==> src/rtl/tlswl_pkg.sv <==
`timescale 1ns / 1ps
package tlswl_pkg;
  localparam int MAX_WORD       = 16;
  localparam int TAIL_BYTES     = MAX_WORD - 2;
  localparam int TAIL_W         = 8 * TAIL_BYTES;
  localparam int HEAD_W         = 16;
  localparam int END_W          = 13;
  localparam int HENT_W         = HEAD_W + END_W;
  localparam int HCNT_W         = 10;
  localparam int LEN_W          = 5;
  localparam int OP_W           = 3;
  localparam int IDX_W          = 12;
  localparam int SKIP_W         = 5;
  localparam int HEAD_DEPTH_DEF = 676;
  localparam int TAIL_DEPTH_DEF = 4096;

  localparam logic [OP_W-1:0] OP_WHEAD  = 3'd0;
  localparam logic [OP_W-1:0] OP_WTAIL  = 3'd1;
  localparam logic [OP_W-1:0] OP_LOOKUP = 3'd2;
  localparam logic [OP_W-1:0] OP_START  = 3'd3;
  localparam logic [OP_W-1:0] OP_NEXT   = 3'd4;
  localparam logic [OP_W-1:0] OP_SKIP   = 3'd5;

  localparam logic REG_WORD_LENGTH = 1'b0;
  localparam logic REG_HEAD_COUNT  = 1'b1;

  typedef enum logic [4:0] {
    DP_NONE, DP_LATCH, DP_WHEAD, DP_WTAIL, DP_START, DP_SKIP, DP_DONE,
    DP_HPROBE, DP_HSTEP, DP_HHIT, DP_BPROBE, DP_BLOAD, DP_TPROBE, DP_TSTEP,
    DP_FOUND, DP_SHPROBE, DP_SHLOAD, DP_STPROBE, DP_SEMIT, DP_OLOAD
  } dp_op_t;

  typedef struct packed {
    dp_op_t op;
  } cmd_t;

  typedef struct packed {
    logic [OP_W-1:0] opcode;
    logic            h_live;
    logic            h_eq;
    logic            k_zero;
    logic            len2_zero;
    logic            t_live;
    logic            t_eq;
    logic            need_head;
    logic            heads_left;
    logic            out_free;
  } stat_t;

  // Tail bytes below len2 placed first byte most significant, so that a plain
  // unsigned compare orders tails the way bytewise comparison does.
  function automatic logic [TAIL_W-1:0] tail_key(input logic [TAIL_W-1:0] tail,
                                                 input logic [LEN_W-1:0] len2);
    logic [TAIL_W-1:0] key;
    key = '0;
    for (int t = 0; t < TAIL_BYTES; t++) begin
      if (t < int'(len2)) key[(TAIL_BYTES-1-t)*8 +: 8] = tail[t*8 +: 8];
    end
    return key;
  endfunction

  // Tail bytes below len2 kept in place, the rest zeroed.
  function automatic logic [TAIL_W-1:0] tail_mask(input logic [TAIL_W-1:0] tail,
                                                  input logic [LEN_W-1:0] len2);
    logic [TAIL_W-1:0] res;
    res = '0;
    for (int t = 0; t < TAIL_BYTES; t++) begin
      if (t < int'(len2)) res[t*8 +: 8] = tail[t*8 +: 8];
    end
    return res;
  endfunction
endpackage

==> src/rtl/tlswl_ctrl.sv <==
`timescale 1ns / 1ps
module tlswl_ctrl (
  input  logic             clk,
  input  logic             rst_n,
  input  logic             in_valid,
  output logic             in_ready,
  input  tlswl_pkg::stat_t stat,
  output tlswl_pkg::cmd_t  cmd
);
  import tlswl_pkg::*;

  typedef enum logic [12:0] {
    S_IDLE  = 13'b0000000000001,
    S_DEC   = 13'b0000000000010,
    S_HRD   = 13'b0000000000100,
    S_HCMP  = 13'b0000000001000,
    S_BRD   = 13'b0000000010000,
    S_BCMP  = 13'b0000000100000,
    S_TRD   = 13'b0000001000000,
    S_TCMP  = 13'b0000010000000,
    S_SHRD  = 13'b0000100000000,
    S_SHLD  = 13'b0001000000000,
    S_STRD  = 13'b0010000000000,
    S_STDAT = 13'b0100000000000,
    S_EMIT  = 13'b1000000000000
  } state_t;

  state_t state_r, state_nxt;

  always_comb begin
    state_nxt = state_r;
    cmd.op = DP_NONE;
    in_ready = 1'b0;
    unique case (state_r)
      S_IDLE: begin
        in_ready = 1'b1;
        if (in_valid) begin
          cmd.op = DP_LATCH;
          state_nxt = S_DEC;
        end
      end
      S_DEC: begin
        state_nxt = S_EMIT;
        unique case (stat.opcode)
          OP_WHEAD:  cmd.op = DP_WHEAD;
          OP_WTAIL:  cmd.op = DP_WTAIL;
          OP_LOOKUP: state_nxt = S_HRD;
          OP_START:  cmd.op = DP_START;
          OP_SKIP:   cmd.op = DP_SKIP;
          OP_NEXT: begin
            if (!stat.need_head) state_nxt = S_STRD;
            else if (stat.heads_left) state_nxt = S_SHRD;
            else cmd.op = DP_DONE;
          end
          default: ;
        endcase
      end
      S_HRD: begin
        if (stat.h_live) begin
          cmd.op = DP_HPROBE;
          state_nxt = S_HCMP;
        end else begin
          state_nxt = S_EMIT;
        end
      end
      S_HCMP: begin
        priority if (!stat.h_eq) begin
          cmd.op = DP_HSTEP;
          state_nxt = S_HRD;
        end else if (stat.len2_zero) begin
          cmd.op = DP_FOUND;
          state_nxt = S_EMIT;
        end else begin
          cmd.op = DP_HHIT;
          state_nxt = stat.k_zero ? S_TRD : S_BRD;
        end
      end
      S_BRD: begin
        cmd.op = DP_BPROBE;
        state_nxt = S_BCMP;
      end
      S_BCMP: begin
        cmd.op = DP_BLOAD;
        state_nxt = S_TRD;
      end
      S_TRD: begin
        if (stat.t_live) begin
          cmd.op = DP_TPROBE;
          state_nxt = S_TCMP;
        end else begin
          state_nxt = S_EMIT;
        end
      end
      S_TCMP: begin
        if (stat.t_eq) begin
          cmd.op = DP_FOUND;
          state_nxt = S_EMIT;
        end else begin
          cmd.op = DP_TSTEP;
          state_nxt = S_TRD;
        end
      end
      S_SHRD: begin
        cmd.op = DP_SHPROBE;
        state_nxt = S_SHLD;
      end
      S_SHLD: begin
        cmd.op = DP_SHLOAD;
        state_nxt = S_STRD;
      end
      S_STRD: begin
        cmd.op = DP_STPROBE;
        state_nxt = S_STDAT;
      end
      S_STDAT: begin
        cmd.op = DP_SEMIT;
        state_nxt = S_EMIT;
      end
      S_EMIT: begin
        if (stat.out_free) begin
          cmd.op = DP_OLOAD;
          state_nxt = S_IDLE;
        end
      end
      default: state_nxt = S_IDLE;
    endcase
  end

  always_ff @(posedge clk) begin
    if (!rst_n) state_r <= S_IDLE;
    else state_r <= state_nxt;
  end
endmodule

==> config.mk <==
export PLATFORM = sky130hd
export DESIGN_NAME = tlswl_ctrl
export DESIGN_NICKNAME = d
export VERILOG_FILES = /design/src/rtl/tlswl_pkg.sv /design/src/rtl/tlswl_ctrl.sv
export SDC_FILE = /design/constraint.sdc
export NUM_CORES = 1
export LEC_CHECK = 0
export BUFFER_PORTS_ARGS = -buffer_cell sky130_fd_sc_hd__buf_2
export CAP_MARGIN = 20
export CORE_ASPECT_RATIO = 1.2
export CORE_MARGIN = 2
export CORE_UTILIZATION = 34
export CTS_CLUSTER_SIZE = 10
export DETAILED_ROUTE_END_ITERATION = 8
export SYNTH_ARGS = -nofsm -noshare
export SYNTH_HDL_FRONTEND = slang
export SYNTH_SLANG_ARGS = --single-unit
==> constraint.sdc <==
create_clock -name clk -period 1.7 [get_ports clk]
set_clock_uncertainty 0.2 [all_clocks]
set_input_delay 0.17 -clock clk [delete_from_list [all_inputs] [get_ports clk]]
set_output_delay 0.17 -clock clk [all_outputs]
set_load 0.05 [all_outputs]
* Word-level counts from Yosys, hierarchy flattened
Cells that the tools add are included.
** Word-level totals
- Register bits after elaboration :: 13
- Bits in latches :: 0
- Bits in writable memories :: 0
- Memory bits (read-only) :: 0
- Input bits :: 15
- Memories kept :: 0
** Operators by class
- Add/subtract/negate cells :: 0
- Multiply operators :: 0
- Div/mod/pow operators :: 0
- $lt $le $gt $ge :: 0
- Eq/ne operators :: 20
- Shift operators :: 0
- Muxes and demuxes :: 24
- Bitwise logic cells :: 0
- Reduce and logical (&&, ||, !) cells :: 2
** Operators with widths (count)
- $pmux 13 s13 :: 1
- $mux 13 :: 9
- $pmux 5 s13 :: 1
- $pmux 13 s2 :: 1
- $mux 3 :: 5
- $pmux 3 s5 :: 1
- $eq 13x1->1 const B :: 1
- $eq 13x10->1 const B :: 1
- $eq 13x11->1 const B :: 1
- $eq 13x12->1 const B :: 1
- $eq 13x13->1 const B :: 1
- $eq 13x2->1 const B :: 1
- $eq 13x3->1 const B :: 1
- $eq 13x4->1 const B :: 1
- $eq 13x5->1 const B :: 1
- $eq 13x6->1 const B :: 1
- $eq 13x7->1 const B :: 1
- $eq 13x8->1 const B :: 1
- $eq 13x9->1 const B :: 1
- $mux 7 :: 1
- $eq 3x2->1 const B :: 2
- $eq 3x3->1 const B :: 2
- $mux 5 :: 1
- $mux 4 :: 1
- other kinds (6) :: 8

* Logic depth before layout (Yosys ltp)
Gate-level depths: netlist of the first run.
- Depth in word-level cells :: 4
- Mapped depth :: 7

* Least setup slack after synthesis of the first run
OpenSTA, ideal clock, no wires.
- Path kind :: register to output
- From :: reg state_r[0]
- To :: out cmd[2] (netlist name)
- Arrival time :: 2864 ps
- Required time :: 1330 ps
- Path slack :: -1534 ps
- Cell stages (with the launch flop) :: 4
- Cell sequence :: dfxtp_1 buf_2 or4b_4 o311ai_0
** RTL lines
- start, declared :: RTL line tlswl_ctrl.sv:28 : state_t state_r, state_nxt;
- start signal, assigned :: RTL line tlswl_ctrl.sv:131 : else state_r <= state_nxt;
- end, declared :: RTL line tlswl_ctrl.sv:8 : output tlswl_pkg::cmd_t cmd

==> impl_metrics.py, run 1 <==
metrics = {
    "synth": {
        "ys_ff_latch": 13,
        "avgSynthCellArea_sq_um": 7.69,
        "synth_ff_type": "dfxtp_1",
        "syn_nets": 162,
        "yosysSeqAreaShare_pct": 23.0,
        "yosysTopAreaCell": "dfxtp_1",
        "async_reset_ff_share_pct": 0,
        "ys_top_cells_by_count": "nor2_1, dfxtp_1, nand2_1",
        "netlist-cell-type-count": 47,
        "synth_area_leaders": "dfxtp_1, nor2_1, buf_6",
        "synth_most_common_cell": "nor2_1",
        "syn_inst": 147,
        "netlist_area_sq_mm": 0.00113,
        "synth_edf_count": 0,
        "yosysTopAreaCellShare_pct": 23.0,
        "synth_warnings": 0,
    },
    "sta": {
        "rsz0062_at_grt": "true",
        "min_period_ns": 2.24,
        "tightest_slew_ns": 0.311,
        "drv_slew": 0,
        "hold_viol_final": 0,
        "final.period_utilization_pct": 131,
        "max_freq_mhz": 447,
        "setup_viol": 14,
        "worst_slack_ns": -0.535,
        "slew_headroom_pct": 79.1,
        "whs_ns": 0.0633,
    },
    "layout": {
        "regMostFlops": "state_r",
        "drive_gt1_share_pct": 63.7,
        "stdcell_area_sq_mm": 0.00220,
        "fillers": 231,
        "reg_top3": "state_r (13)",
        "largest_reg_flops": 13,
        "fin_nets": 242,
        "antennaDiodeCount": 0,
        "areaGrowthSynthToFinish_pct": 94.8,
    },
    "global_routing": {
        "grtUsageTotal_pct": 23.5,
        "grt_pass1_wl_mm": 6.88,
        "grt-ovfl-total": 0,
        "grt_max_degree": 10,
        "grt_pass1_vias": 1493,
        "antenna_found_initial": 0,
    },
    "critical_path": {
        "crit_arrival_ns": 1.87,
        "required_ns": 1.33,
        "cp-end-kind": "primary output",
        "r2r_slack_ns": -0.36,
        "rr_endpoint": "state_r[0]",
        "worstSetupPathType": "reg -> out",
        "worstRegToRegCells": 11,
        "path_max_fanout": 5,
        "r2r-start": "state_r[5]",
        "cp-start-kind": "flip-flop",
    },
    "clock_tree": {
        "clk_pin_slew_ns": 0.09,
        "cts-buffers-inserted": 3,
        "ctsRootBufferMaster": "clkbuf_4",
        "insertion_delay_ns": 0.29,
        "clock_sinks": 13,
        "clockBufferDepth": 2,
        "cts_tree": "built",
        "cts.htree.levels": 1,
    },
    "outcome": {
        "failed_checks": "negative setup slack",
        "status": "finished with violations",
    },
    "place": {
        "dp_hpwl_mm": 2.83,
        "dpl_cell_area_sq_mm": 0.00160,
        "dp_slack_ns": -0.380,
        "gp_congestion": 0.907,
        "io_buffer_count": 20,
    },
    "hold_path": {
        "holdPathStages": 4,
        "worstHoldEndpoint": "state_r[12]",
        "hold_path.class": "in -> reg",
        "hp-start": "stat[8]",
    },
    "route": {
        "first_iter_violations": 63,
        "vias": 1485,
        "highest-signal-layer": "met4",
        "drt_first_pass_iters": 6,
        "dr_wl_met3_microns": 120,
        "wl_met2_mm": 2.45,
        "drcViolationCount": 0,
        "wl_per_cell_microns": 17.2,
        "via_per_inst": 5.67,
        "drt_wl_total_mm": 4.52,
        "ant_nets": 0,
        "routedLengthMet1_mm": 1.84,
    },
    "flow_run": {
        "drv_cap": 0,
    },
    "floorplan": {
        "core_area_sq_mm": 0.00311,
        "die_x_microns": 56.6,
        "initial_core_util_pct": 36.3,
        "io_pins": 21,
        "die_area_sq_mm": 0.00380,
        "rows": 22,
        "chipHeight_microns": 67.2,
    },
    "power_and_ir_drop": {
        "p_total_mw": 0.916,
        "ir_drop_mv": 0.395,
        "power_density_mw_per_mm2": 416,
        "p_leak_nw": 0.921,
    },
}
## cell type report
type                            count  area, sq um  share of cell area, %
Clock buffer                        4         26.3                   1.19
Inverter                            7         26.3                   1.19
Multi-Input combinational cell    116         1100                   49.9
Tap cell                           36         45.0                   2.05
Sequential cell                    13          288                   13.1
Timing Repair Buffer               86          718                   32.6
## worst max path at each step
stage | from | to | slack (ns) | cells past startpoint
after floorplan | state_r[7] | cmd[0] | -0.45 | 6
after global routing | state_r[5] | cmd[0] | -0.62 | 6
final | state_r[0] | cmd[1] | -0.54 | 5
after CTS | state_r[7] | cmd[0] | -0.54 | 7
after global placement | state_r[1] | cmd[0] | -0.35 | 5
after detailed placement | state_r[1] | cmd[0] | -0.38 | 5
## worst max-delay path, cell delays in order (launching register included)
cell and delay (ns):
dfxtp_4 0.38, or4b_4 0.62, nor4_4 0.18, a32oi_1 0.15, nand2_2 0.10, buf_8 0.14
## what timing repair did
action / 4_1_cts / 5_1_grt
endpoints found under the setup margin: 16 / 19
endpoints found under the hold margin: 6 / 0
gates resized for setup: 60 / 40
pin swaps: 15 / 14
setup buffers: 12 / 9
hold buffers: 7 / 0
## stage by stage
step	std cells	utilization, %	setup TNS, ns
finish	262	70.8	-4.52
global placement	236	51.5	-2.87
global route	262	70.8	-5.74
floorplan	147	-	-2.03
CTS	259	64.5	-4.33
detailed placement	236	51.5	-3.15
## power by group
part	leakage, nW	switching (mW)	total [mW]	internal [mW]
Sequential	0.111	0.0159	0.322	0.306
Clock	0.0150	0.111	0.202	0.0913
Combinational	0.795	0.186	0.391	0.206
Total	0.921	0.313	0.916	0.603
## per-layer routing
layer | track usage [%] | vias to the layer above
met1 | 26.0 | 734
met3 | 2.30 | 13
met2 | 43.9 | 35
li1 | - | 703
met5 | 0 | -
met4 | 13.1 | 0
## cell usage in the layout (no fill, tap or decap), types with 4 or more instances in the layout
master,n
nand3_1,4
nor2_4,4
dlygate4sd3_1,7
buf_4,45
o21ai_0,5
nor2_1,8
buf_2,14
nand2_1,4
nor2_2,5
xor2_1,4
nand4_1,5
nand2_2,5
inv_1,7
buf_8,4
dfxtp_2,4
nand2b_1,4
a21oi_1,5
buf_6,16
dfxtp_4,6
## kinds of logic (layout without fill, tap and decap cells)
family | count (synthesis) | in the layout | share of synthesized area, %
and+or+nand+nor | 78 | 78 | 42.4
AOI/OAI and AO/OA | 33 | 33 | 20.3
buffers and inverters | 18 | 97 | 10.2
DFF | 13 | 13 | 23.0
xor gates and xnor gates | 4 | 4 | 3.10
muxes | 1 | 1 | 0.997
No activity file was read; power rests on OpenSTA's default activity.
==> inputs of run 2 (changes only) <==
Clock period 1.7 ns to 2.45 ns, I/O delays scaled along.
==> impl_metrics.py, run 2 (synthesized netlist as in run 1, its figures left out) <==
metrics = {
    "place": {
        "gp_congestion": 0.937,
        "io_buffer_count": 20,
        "dp_hpwl_mm": 2.43,
        "dp_slack_ns": 0.223,
    },
    "layout": {
        "reg_top3": "state_r (13)",
        "largest_reg_flops": 13,
        "antennaDiodeCount": 0,
        "regMostFlops": "state_r",
        "areaGrowthSynthToFinish_pct": 22.6,
        "final_cell_mix": "nor2_1, buf_2, buf_4",
        "fin_nets": 189,
        "mostFrequentLayoutCell": "nor2_1",
        "drive_gt1_share_pct": 32.4,
    },
    "sta": {
        "final.period_utilization_pct": 99.6,
        "worst_slack_ns": 0.00953,
        "rsz0062_at_grt": "true",
        "max_freq_mhz": 410,
        "slew_headroom_pct": 71.7,
        "min_period_ns": 2.44,
        "tightest_slew_ns": 0.419,
        "setup_viol": 0,
        "whs_ns": 0.00646,
        "hold_viol_final": 0,
        "drv_slew": 0,
    },
    "clock_tree": {
        "cts-buffers-inserted": 3,
        "clk_pin_slew_ns": 0.09,
        "ctsRootBufferMaster": "clkbuf_4",
        "clock_sinks": 13,
        "insertion_delay_ns": 0.28,
        "cts.htree.levels": 1,
        "cts_tree": "built",
        "clockBufferDepth": 2,
    },
    "hold_path": {
        "holdPathStages": 3,
        "hold_path.class": "in -> reg",
        "hp-start": "stat[8]",
        "worstHoldEndpoint": "state_r[3]",
    },
    "floorplan": {
        "chipHeight_microns": 67.2,
        "die_x_microns": 56.6,
        "core_area_sq_mm": 0.00311,
        "rows": 22,
        "initial_core_util_pct": 36.3,
        "io_pins": 21,
        "die_area_sq_mm": 0.00380,
    },
    "critical_path": {
        "r2r-start": "state_r[7]",
        "worstRegToRegCells": 5,
        "critPathMaxStageDelay_ns": 0.63,
        "path_max_fanout": 7,
        "crit_arrival_ns": 2.00,
        "required_ns": 2.01,
        "rr_endpoint": "state_r[12]",
        "cpLargestDelayFamily": "simple AND/OR/NAND/NOR gates",
        "crit_chain": "or4b_4 > nor3_1 > a22oi_2 > nand3_2 > buf_8",
        "r2r_slack_ns": 0.50,
        "cpMaxStageDelayCell": "or4b_4",
        "cp-end-kind": "primary output",
        "path_buf_inv": 1,
        "worstSetupPathType": "reg -> out",
        "cp-start-kind": "flip-flop",
    },
    "global_routing": {
        "antenna_found_initial": 0,
        "grt-ovfl-total": 0,
        "grtUsageTotal_pct": 17.2,
        "grt_pass1_vias": 1173,
        "grt_pass1_wl_mm": 5.12,
        "grt_max_degree": 12,
    },
    "route": {
        "drt_first_pass_iters": 4,
        "drt_wl_total_mm": 3.22,
        "vias": 1223,
        "first_iter_violations": 45,
        "ant_nets": 0,
        "wl_per_cell_microns": 15.4,
        "via_per_inst": 5.85,
        "drcViolationCount": 0,
    },
    "power_and_ir_drop": {
        "p_seq_share_pct": 43.6,
        "pwr-share-comb_pct": 30.8,
        "power.net_switching_mw": 0.170,
        "p_clk_share_pct": 25.6,
        "p_total_mw": 0.518,
        "sw_frac_of_total_pct": 32.9,
        "ir_drop_mv": 0.275,
        "p_leak_nw": 0.586,
        "p_int_mw": 0.348,
        "power_density_mw_per_mm2": 374,
    },
    "outcome": {
        "status": "completed",
    },
    "flow_run": {
        "drv_cap": 0,
    },
}
[run 2: final cells by class]
class                      instances  area, sq um
clock inverter                     1         5.00
multi-input combinational        116          792
clock buffer                       3         22.5
sequential                        13          270
inverter                           7         26.3
tap                               36         45.0
timing repair buffer              33          224
fill                             311         1730
[run 2: repair_timing]
item | in CTS | in global routing
setup buffers | 2 | 3
endpoints found under the setup margin | 4 | 6
hold buffers | 1 | 0
resized for setup | 5 | 17
endpoints found under the hold margin | 1 | 0
pin swaps | 2 | 5
cloned | 0 | 0
[run 2: power groups by stage]
stage	logic (mW)	registers, mW	clock network [mW]
after global placement	0.131	0.229	0
after detailed placement	0.131	0.230	0
after CTS	0.147	0.226	0.137
after global routing	0.171	0.226	0.147
after floorplan	0.0965	0.221	0
final	0.160	0.226	0.133
[run 2: per-layer routing]
metal	track usage, %	share of wire, %	vias to the layer above
met3	2.49	4.1	8
met5	0	0	-
li1	-	-	603
met1	19.8	43	566
met2	30.2	51	46
met4	10.1	2.4	0
[run 2: metrics by stage]
step | util (%) | instances | cell area, sq um | TNS [ns]
after floorplan | - | 147 | 1140 | 0
after global placement | 40.2 | 199 | 1250 | 0
after detailed placement | 40.2 | 199 | 1250 | 0
after CTS | 42.5 | 206 | 1320 | 0
after global routing | 44.5 | 209 | 1390 | -0.0703
final | 44.5 | 209 | 1390 | 0
[run 2: how the worst max path moves through the flow]
stage	from	to	slack (ns)	cells past startpoint
finish	state_r[0]	cmd[0]	0.01	5
global route	state_r[0]	cmd[0]	-0.05	5
CTS	state_r[7]	cmd[3]	0.01	6
detailed placement	state_r[4]	cmd[0]	0.22	6
global placement	state_r[4]	cmd[0]	0.23	6
floorplan	state_r[5]	cmd[0]	0.12	6
[run 2: worst reg2reg max path: stages, from the launching register on]
cell      delay, ns
dfxtp_4        0.38
nor4_4         0.39
nand2_1        0.14
o311ai_0       0.44
a22oi_1        0.12
o22ai_1        0.20
==> inputs of run 3 (changes only) <==
--- a/constraint.sdc
+++ b/constraint.sdc
@@ -3,3 +3,3 @@
 set_input_delay 0.245 -clock clk [delete_from_list [all_inputs] [get_ports clk]]
 set_output_delay 0.245 -clock clk [all_outputs]
-set_load 0.05 [all_outputs]
+set_load 0.005 [all_outputs]
==> impl_metrics.py, run 3 (synthesized netlist as in run 1, its figures left out) <==
metrics = {
    "sta": {
        "hold_viol_final": 0,
        "min_period_ns": 2.38,
        "max_freq_mhz": 420,
        "worst_slack_ns": 0.0706,
        "final.period_utilization_pct": 97.1,
        "whs_ns": 0.0125,
        "tightest_slew_ns": 0.411,
        "drv_slew": 0,
        "setup_viol": 0,
        "slew_headroom_pct": 72.2,
    },
    "route": {
        "first_iter_violations": 36,
        "drcViolationCount": 0,
        "drt_wl_total_mm": 3.12,
        "vias": 1200,
        "via_per_inst": 5.91,
        "wl_per_cell_microns": 15.4,
        "drt_first_pass_iters": 4,
        "ant_nets": 0,
    },
    "global_routing": {
        "grt_pass1_wl_mm": 5.26,
        "grt_pass1_vias": 1167,
        "grt-ovfl-total": 0,
        "grt_max_degree": 12,
        "antenna_found_initial": 0,
        "grtUsageTotal_pct": 17.7,
    },
    "power_and_ir_drop": {
        "power_density_mw_per_mm2": 368,
        "p_leak_nw": 0.544,
        "ir_drop_mv": 0.237,
    },
    "layout": {
        "areaGrowthSynthToFinish_pct": 14.4,
        "drive_gt1_share_pct": 26.3,
        "largest_reg_flops": 13,
        "fin_nets": 183,
        "mostFrequentLayoutCell": "buf_2",
        "reg_top3": "state_r (13)",
        "antennaDiodeCount": 0,
        "final_cell_mix": "buf_2, nor2_1, nand2_1, dfxtp_1",
        "regMostFlops": "state_r",
    },
    "critical_path": {
        "crit_end": "cmd[0]",
        "cp-start-kind": "flip-flop",
        "critPathLaunch": "state_r[1]",
        "crit_arrival_ns": 1.93,
        "rr_endpoint": "state_r[12]",
        "r2r_slack_ns": 0.50,
        "worstRegToRegCells": 5,
        "worstSetupPathType": "reg -> out",
        "path_max_fanout": 7,
        "r2r-start": "state_r[4]",
        "required_ns": 2.01,
        "cp-end-kind": "primary output",
    },
    "clock_tree": {
        "insertion_delay_ns": 0.28,
        "clockBufferDepth": 2,
        "cts.htree.levels": 1,
        "cts-buffers-inserted": 3,
        "clock_sinks": 13,
        "clk_pin_slew_ns": 0.08,
        "cts_tree": "built",
        "ctsRootBufferMaster": "clkbuf_4",
    },
    "place": {
        "io_buffer_count": 20,
        "dp_hpwl_mm": 2.45,
        "gp_congestion": 0.841,
        "dp_slack_ns": 0.377,
    },
    "floorplan": {
        "rows": 22,
        "die_area_sq_mm": 0.00380,
        "die_x_microns": 56.6,
        "core_area_sq_mm": 0.00311,
        "initial_core_util_pct": 36.3,
        "chipHeight_microns": 67.2,
        "io_pins": 21,
    },
    "hold_path": {
        "hold_path.class": "in -> reg",
        "holdPathStages": 3,
    },
    "flow_run": {
        "drv_cap": 0,
    },
    "outcome": {
        "status": "completed",
    },
}
==> run 3: worst max-delay path, cell delays in order, from the launching register on <==
cell and delay [ns]:
dfxtp_1 0.50, or4b_4 0.55, nor3_1 0.25, a22oi_1 0.13, nand3_1 0.12, buf_2 0.11
==> run 3: how the worst min path moves through the flow <==
stage          startpoint         end
5_1_grt           stat[8]  state_r[3]
3_5_place_dp      stat[6]  state_r[4]
3_3_place_gp      stat[6]  state_r[4]
2_1_floorplan     stat[6]  state_r[4]
6_report          stat[1]  state_r[8]
4_1_cts           stat[1]  state_r[8]
==> run 3: layer usage <==
layer / vias to the layer above / GRT usage [%] / part of all wire, %
li1: 585 / - / -
met1: 554 / 20.2 / 42
met2: 48 / 32.8 / 50
met3: 13 / 1.72 / 4.8
met4: 0 / 8.93 / 3.4
met5: - / 0 / 0
==> run 3: repair_timing <==
action | CTS | global route
gates resized for setup | 0 | 7
hold buffers | 1 | 0
setup buffers | 0 | 1
hold endpoints to repair | 1 | 0
setup endpoints to repair | 0 | 3
==> run 3: cell type report <==
cell class / instances / area, sq um
inverter: 7 / 26.3
clock buffer: 4 / 26.3
sequential: 13 / 263
timing repair buffer: 27 / 155
tap: 36 / 45.0
fill: 334 / 1820
multi-input combinational: 116 / 777
==> run 3: through the flow <==
stage               power, mW  area [sq um]  cells  util [%]  TNS, ns
finish                  0.476          1290    203      41.6        0
floorplan               0.293          1130    147         -        0
global route            0.501          1290    203      41.6  -0.0176
CTS                     0.471          1260    202      40.5        0
global placement        0.333          1220    197      39.3        0
detailed placement      0.335          1220    197      39.3        0
==> run 3: power by group <==
part / switching [mW] / total (mW) / internal, mW
Clock: 0.0730 / 0.136 / 0.0631
Sequential: 0.0116 / 0.227 / 0.216
Combinational: 0.0570 / 0.113 / 0.0557
